<file path="src/hw/rtl/dbd_pkg.sv">
`default_nettype none
// ----------------------------------------------------------------------------
// dbd_pkg
// shared types, constants and small tables for the day number pipeline
// ----------------------------------------------------------------------------
package dbd_pkg;

    localparam int unsigned YearW   = 14;
    localparam int unsigned MonthW  = 4;
    localparam int unsigned DayW    = 5;
    localparam int unsigned JdnW    = 23;
    localparam int unsigned DiffW   = 22;
    localparam int unsigned ShYearW = 15;

    localparam int unsigned YearMax  = 9999;
    localparam int unsigned YearBias = 4800;
    localparam int unsigned JdnBias  = 32045;
    localparam int unsigned DaysYear = 365;

    // floor(x / 100) as (x * Recip100) >> Recip100Sh, exact for x below 2^15
    localparam int unsigned Recip100   = 5243;
    localparam int unsigned Recip100Sh = 19;

    // register stages inside one date unit
    localparam int unsigned DateLat = 3;

    typedef enum logic [1:0] {
        STAT_OK         = 2'd0,
        STAT_FIRST_BAD  = 2'd1,
        STAT_SECOND_BAD = 2'd2
    } t_status;

    typedef struct packed {
        logic            ok;
        logic [JdnW-1:0] jdn;
    } t_date_res;

    // days in month, february as 28
    function automatic logic [DayW-1:0] month_len(input logic [MonthW-1:0] m);
        logic [DayW-1:0] len;
        unique case (m)
            4'd1, 4'd3, 4'd5, 4'd7, 4'd8, 4'd10, 4'd12: len = 5'd31;
            4'd4, 4'd6, 4'd9, 4'd11:                    len = 5'd30;
            4'd2:                                       len = 5'd28;
            default:                                    len = 5'd0;
        endcase
        return len;
    endfunction

    // (153 * ms + 2) / 5 for the march-based month index
    function automatic logic [8:0] month_off(input logic [MonthW-1:0] ms);
        logic [8:0] off;
        unique case (ms)
            4'd0:    off = 9'd0;
            4'd1:    off = 9'd31;
            4'd2:    off = 9'd61;
            4'd3:    off = 9'd92;
            4'd4:    off = 9'd122;
            4'd5:    off = 9'd153;
            4'd6:    off = 9'd184;
            4'd7:    off = 9'd214;
            4'd8:    off = 9'd245;
            4'd9:    off = 9'd275;
            4'd10:   off = 9'd306;
            4'd11:   off = 9'd337;
            default: off = 9'd0;
        endcase
        return off;
    endfunction

endpackage
`default_nettype wire

</file>
<file path="src/hw/rtl/dbd_date_unit.sv">
`default_nettype none
// ----------------------------------------------------------------------------
// dbd_date_unit
// three-stage check and julian day number of one gregorian date
// ----------------------------------------------------------------------------
module dbd_date_unit
    import dbd_pkg::*;
(
    input  wire logic              i_clk,
    input  wire logic [YearW-1:0]  i_year,
    input  wire logic [MonthW-1:0] i_month,
    input  wire logic [DayW-1:0]   i_day,
    output t_date_res              o_res
);

    // stage 1
    logic                early;
    logic [ShYearW-1:0]  ys;
    logic [MonthW-1:0]   ms;
    logic [YearW+12:0]   y_prod;
    logic [ShYearW+12:0] ys_prod;
    logic                rng_ok;

    logic                r1_rng_ok;
    logic                r1_feb;
    logic [DayW-1:0]     r1_lim;
    logic [DayW-1:0]     r1_day;
    logic [YearW-1:0]    r1_year;
    logic [7:0]          r1_yq;
    logic [ShYearW-1:0]  r1_ys;
    logic [8:0]          r1_ysq;
    logic [MonthW-1:0]   r1_ms;

    always_comb begin
        early   = (i_month <= 4'd2);
        ys      = {1'b0, i_year} + ShYearW'(YearBias) - ShYearW'(early);
        ms      = i_month + (early ? 4'd12 : 4'd0) - 4'd3;
        y_prod  = (YearW+13)'(i_year) * (YearW+13)'(Recip100);
        ys_prod = (ShYearW+13)'(ys) * (ShYearW+13)'(Recip100);
        rng_ok  = (i_year >= 14'd1) && (i_year <= YearW'(YearMax))
                  && (i_month >= 4'd1) && (i_month <= 4'd12) && (i_day >= 5'd1);
    end

    always_ff @(posedge i_clk) begin
        r1_rng_ok <= rng_ok;
        r1_feb    <= (i_month == 4'd2);
        r1_lim    <= month_len(i_month);
        r1_day    <= i_day;
        r1_year   <= i_year;
        r1_yq     <= y_prod[Recip100Sh +: 8];
        r1_ys     <= ys;
        r1_ysq    <= ys_prod[Recip100Sh +: 9];
        r1_ms     <= ms;
    end

    // stage 2
    logic [YearW-1:0]  rem100;
    logic              cent;
    logic              leap;
    logic [DayW-1:0]   lim;
    logic [8:0]        part_a;
    logic [JdnW-1:0]   part_b;
    logic [12:0]       part_c;

    logic              r2_ok;
    logic [8:0]        r2_a;
    logic [JdnW-1:0]   r2_b;
    logic [12:0]       r2_c;

    always_comb begin
        rem100 = r1_year - YearW'(15'(r1_yq) * 15'd100);
        cent   = (rem100 == '0);
        leap   = ((r1_year[1:0] == 2'd0) && !cent) || (cent && (r1_yq[1:0] == 2'd0));
        lim    = (r1_feb && leap) ? 5'd29 : r1_lim;
        part_a = 9'(r1_day) + month_off(r1_ms);
        part_b = JdnW'(24'(r1_ys) * 24'(DaysYear));
        part_c = 13'(r1_ys >> 2) - 13'(r1_ysq) + 13'(r1_ysq >> 2);
    end

    always_ff @(posedge i_clk) begin
        r2_ok <= r1_rng_ok && (r1_day <= lim);
        r2_a  <= part_a;
        r2_b  <= part_b;
        r2_c  <= part_c;
    end

    // stage 3
    logic            r3_ok;
    logic [JdnW-1:0] r3_jdn;

    always_ff @(posedge i_clk) begin
        r3_ok  <= r2_ok;
        r3_jdn <= r2_b + JdnW'(r2_a) + JdnW'(r2_c) - JdnW'(JdnBias);
    end

    assign o_res.ok  = r3_ok;
    assign o_res.jdn = r3_jdn;

endmodule
`default_nettype wire

</file>
<file path="src/hw/rtl/days_between_dates_top.sv">
`default_nettype none
// ----------------------------------------------------------------------------
// days_between_dates_top
// validates two gregorian dates and reports their day numbers and distance
// ----------------------------------------------------------------------------
// One date pair is taken on every clock edge where start is high; busy is
// never raised. Each pair yields one word on the result ports, marked by a
// one-cycle o_done, after three stages per date unit (range and division by
// 100, leap check and partial terms, final sum) and one stage for the
// difference and status. The receiver cannot stall, so the pipeline simply
// flows. On an invalid date the status names the first failing date and all
// numeric outputs are zero.
module days_between_dates_top
    import dbd_pkg::*;
(
    input  wire logic              i_clk,
    input  wire logic              i_rst_n,
    input  wire logic              start,
    output logic                   busy,
    input  wire logic [YearW-1:0]  i_year_first,
    input  wire logic [MonthW-1:0] i_month_first,
    input  wire logic [DayW-1:0]   i_day_first,
    input  wire logic [YearW-1:0]  i_year_second,
    input  wire logic [MonthW-1:0] i_month_second,
    input  wire logic [DayW-1:0]   i_day_second,
    output logic                   o_done,
    output logic [1:0]             o_status,
    output logic [JdnW-1:0]        o_day_number_first,
    output logic [JdnW-1:0]        o_day_number_second,
    output logic [DiffW-1:0]       o_days_apart
);

    t_date_res           res_first;
    t_date_res           res_second;
    logic [DateLat-1:0]  r_vld;
    logic                accept;

    assign busy   = 1'b0;
    assign accept = start && !busy;

    dbd_date_unit u_first (
        .i_clk   (i_clk),
        .i_year  (i_year_first),
        .i_month (i_month_first),
        .i_day   (i_day_first),
        .o_res   (res_first)
    );

    dbd_date_unit u_second (
        .i_clk   (i_clk),
        .i_year  (i_year_second),
        .i_month (i_month_second),
        .i_day   (i_day_second),
        .o_res   (res_second)
    );

    always_ff @(posedge i_clk) begin
        if (!i_rst_n) begin
            r_vld <= '0;
        end else begin
            r_vld <= {r_vld[DateLat-2:0], accept};
        end
    end

    // difference and status stage
    t_status         status;
    logic [JdnW-1:0] diff;

    always_comb begin
        diff = (res_second.jdn >= res_first.jdn) ? (res_second.jdn - res_first.jdn)
                                                 : (res_first.jdn - res_second.jdn);
        priority if (!res_first.ok) begin
            status = STAT_FIRST_BAD;
        end else if (!res_second.ok) begin
            status = STAT_SECOND_BAD;
        end else begin
            status = STAT_OK;
        end
    end

    logic                r_done;
    t_status             r_status;
    logic [JdnW-1:0]     r_jdn_first;
    logic [JdnW-1:0]     r_jdn_second;
    logic [DiffW-1:0]    r_apart;

    always_ff @(posedge i_clk) begin
        if (!i_rst_n) begin
            r_done <= 1'b0;
        end else begin
            r_done <= r_vld[DateLat-1];
        end
    end

    always_ff @(posedge i_clk) begin
        r_status <= status;
        if (status == STAT_OK) begin
            r_jdn_first  <= res_first.jdn;
            r_jdn_second <= res_second.jdn;
            r_apart      <= diff[DiffW-1:0];
        end else begin
            r_jdn_first  <= '0;
            r_jdn_second <= '0;
            r_apart      <= '0;
        end
    end

    assign o_done              = r_done;
    assign o_status            = r_status;
    assign o_day_number_first  = r_jdn_first;
    assign o_day_number_second = r_jdn_second;
    assign o_days_apart        = r_apart;

`ifndef ASSERT_OFF
    a_latency: assert property (@(posedge i_clk) disable iff (!i_rst_n)
        accept |-> ##4 o_done)
        else $error("accepted word did not produce a result after four cycles");

    a_no_spurious: assert property (@(posedge i_clk) disable iff (!i_rst_n)
        o_done |-> $past(accept, 4))
        else $error("result strobe without a matching accepted word");

    a_status_code: assert property (@(posedge i_clk) disable iff (!i_rst_n)
        o_done |-> (o_status == STAT_OK || o_status == STAT_FIRST_BAD
                    || o_status == STAT_SECOND_BAD))
        else $error("undefined status code on result");

    a_bad_zero: assert property (@(posedge i_clk) disable iff (!i_rst_n)
        (o_done && o_status != STAT_OK) |-> (o_day_number_first == '0
            && o_day_number_second == '0 && o_days_apart == '0))
        else $error("invalid date result carries nonzero numbers");

    a_reset_quiet: assert property (@(posedge i_clk)
        !i_rst_n |=> !o_done)
        else $error("result strobe right after reset");
`endif

endmodule
`default_nettype wire
</file>
<file path="config.mk">
export PLATFORM = sky130hd
export DESIGN_NAME = days_between_dates_top
export DESIGN_NICKNAME = d
export VERILOG_FILES = /design/src/hw/rtl/dbd_pkg.sv /design/src/hw/rtl/dbd_date_unit.sv /design/src/hw/rtl/days_between_dates_top.sv
export SDC_FILE = /design/constraint.sdc
export NUM_CORES = 2
export LEC_CHECK = 0
export ABC_CLOCK_PERIOD_IN_PS = 18900
export BUFFER_PORTS_ARGS = -buffer_cell sky130_fd_sc_hd__buf_2
export CAP_MARGIN = 5
export CORE_ASPECT_RATIO = 0.6
export CORE_UTILIZATION = 40
export CTS_CLUSTER_DIAMETER = 120
export DETAILED_ROUTE_END_ITERATION = 16
export PLACE_DENSITY_LB_ADDON = 0.12
export SLEW_MARGIN = 20
export SYNTH_ARGS = -nofsm -noshare
export SYNTH_HDL_FRONTEND = slang
export SYNTH_HIERARCHICAL = 1
export SYNTH_SLANG_ARGS = --single-unit
</file>
<file path="constraint.sdc">
create_clock -name i_clk -period 18.9 [get_ports i_clk]
set_clock_uncertainty 0.1 [all_clocks]
set_input_delay 0 -clock i_clk [delete_from_list [all_inputs] [get_ports i_clk]]
set_output_delay 0 -clock i_clk [all_outputs]
set_load 0.005 [all_outputs]
</file>
==> flow_summary.toml <==
[floorplanning]
die_w_um = 395
placementRows = 86
io_pins = 121
core_area_mm2 = 0.0919
initial_core_util = 0.404
die_h_um = 238
die-area_mm2 = 0.0941

[outcome]
outcome = "complete, no violations"

[timing]
grt_setup_unrepaired = "no"
period_needed_ns = 8.27
relSlewSlack = 0.327
setup_viol_count_final = 0
fmax_mhz = 121
tightest_slew_ns = 1.00
final_hold_viol_count = 0
fin_tns_setup_ns = 0
report.final.slew_viol_count = 0
finalCritPeriodShare = 0.437

[global_route]
grt_pass1_vias = 24800
grt_max_degree = 67
track_usage = 0.195
grt-ovfl-total = 0
grt_pass1_wl_um = 143000
antenna_found_initial = 4

[synthesis]
syn-num-nets = 5106
synth_cells = 3835
synth.avg_cell_area_um2 = 9.68
ys.flop_type = "dfxtp_1"
synth-edff-count = 0
ys_ff_latch = 344
synth.distinct_cells = 87
ys_warn_count = 6
syn_area_mm2 = 0.0371
synth-seq-area-share = 0.185
postSynth.asyncResetShare = 0

[critical_path]
end_kind = "register"
critical_path_class = "in2reg"
rr_worst_depth = 24
crit_fanout = 7
required_ns = 19.31
cp_slowest_stage_delay_ns = 0.69
crit_path_frequent_cell = "inv_1"
ff2ff_setup_slack_ns = 13.33
slowest_stage = "xor2_1"
arrival_ns = 8.68
start_kind = "input port"

[layout]
regArea_mm2 = 0.00689
drive_gt1_frac = 0.0555
syn2layout_area_growth_pct = 10.8
layout_common_cells = "inv_1 (907), ha_1 (820), fa_1 (402), dfxtp_1 (344), nor2_1 (191)"
fin_util = 0.448
final_common_cell = "inv_1"
finalNetCount = 5297
multi_input_area_mm2 = 0.0267
num-fill-cells = 9026

[flow_run]
drv_cap = 0

[clock_tree]
clk_latency_ns = 0.61
clkTransAtPathRegs_ns = 0.06
cts.htree.levels = 2
cts_buffers = 40
cts_num_sinks = 344
cts_buffer_depth = 3
cts_tree = "yes"
root_buffer = "clkbuf_16"

[drt]
antenna_left = 0
dr_total_vias = 25000
wl_per_cell_um = 16.9
avgViaCountPerCell = 4.73
wl_um = 89400
first_iter_violations = 1482
drc = 0
firstDrtPassIters = 7

[worst_hold_path]
hold_path.class = "in2reg"
min_path_cells = 3

[placement]
port_buffers = 119
hpwlAfterDp_um = 76900
place_congestion = 0.874
-- through the flow --
step	hold slack [ns]	cell area, um^2	worst slack (ns)	cells
after global routing	0.0708	41100	9.95	5288
after global placement	0.0136	39100	10.75	5151
after CTS	0.0253	41100	10.65	5288
after detailed placement	0.0167	39100	10.57	5151
final	0.0805	41100	10.63	5289
after floorplan	-0.0723	37100	11.52	3835
-- worst paths after layout --
check	start	end
setup / recovery	i_month_second[3]	u_second/r1_ysq[8]$_DFF_P_
hold / removal	i_rst_n	r_vld[2]$_SDFF_PN0_
setup reg to reg	u_second/r1_yq[3]$_DFF_P_	u_second/r2_ok$_DFF_P_
hold reg to reg	u_first/r2_ok$_DFF_P_	u_first/r3_ok$_DFF_P_
-- area by class of cell --
cell class / count / area share
well taps: 1232 / 0.0375
multi-input cells: 2546 / 0.648
clock buffers: 50 / 0.0272
diodes: 1 / 0.0000608
inverters: 907 / 0.0828
clock inverters: 22 / 0.00627
repair buffers: 187 / 0.0308
flip-flops and latches: 344 / 0.167
-- timing repair --
item / in CTS / in global routing
hold buffers: 65 / 0
buffers inserted: 0 / 0
gates resized for setup: 0 / 0
endpoints found under the hold margin: 71 / 0
-- kinds of logic after synthesis --
kind of cell	share of synthesized area
other	0.000101
AND/OR/NAND/NOR	0.0750
flip-flops	0.185
multiplexers	0.00313
XOR/XNOR	0.0525
buffers and inverters	0.0970
adder cells (fa/ha/maj)	0.493
AO/OA/AOI/OAI	0.0938
-- routing by layer --
| layer | track usage | vias up | wire [um] |
|---|---|---|---|
| met5 | 0 | - | 0 |
| met4 | 0.0385 | 0 | 1540 |
| met3 | 0.0290 | 71 | 4200 |
| met2 | 0.253 | 410 | 32300 |
| met1 | 0.325 | 11700 | 51400 |
| li1 | - | 12800 | - |
-- cells in the mapped netlist (21+ instances only) --
cell      count  area share
fa_1        402        0.22
a21o_1       65       0.013
and2_1       21      0.0035
xnor2_1     153       0.036
inv_1       907       0.092
o21ai_0      73      0.0098
a211oi_1     25      0.0051
a21oi_1     150       0.020
xor2_1       67       0.016
nand2_1     108       0.011
nand3_1      42      0.0057
nand2b_1     29      0.0049
a31oi_1      21      0.0035
ha_1        820        0.28
nor2b_1      38      0.0064
o21a_1       23      0.0047
dfxtp_1     344        0.19
nor3_1       49      0.0066
and3_1       24      0.0040
nor2_1      191       0.019
-- worst max-delay path, delay by kind of cell --
kind                       cells  cell delay, ns
AOI/OAI and AO/OA             12            2.79
xor gates and xnor gates       2            0.81
adders and majority gates     10            3.55
buffers and inverters          9            1.18
and+or+nand+nor                2            0.34
-- sequential cells by signal (all words and copies together), names as in the netlist, 14 cells and up, named ones only --
signal,count
u_first/r2_b,23
u_second/r1_ys,15
u_first/r3_jdn,23
u_first/r1_ys,15
o_day_number_first,23
u_second/r3_jdn,23
u_second/r2_b,23
u_first/r1_year,14
o_days_apart,22
o_day_number_second,23
u_second/r1_year,14
Power is not shown: default switching activity piles up to over one toggle a cycle in this logic, so the estimate is an artifact.
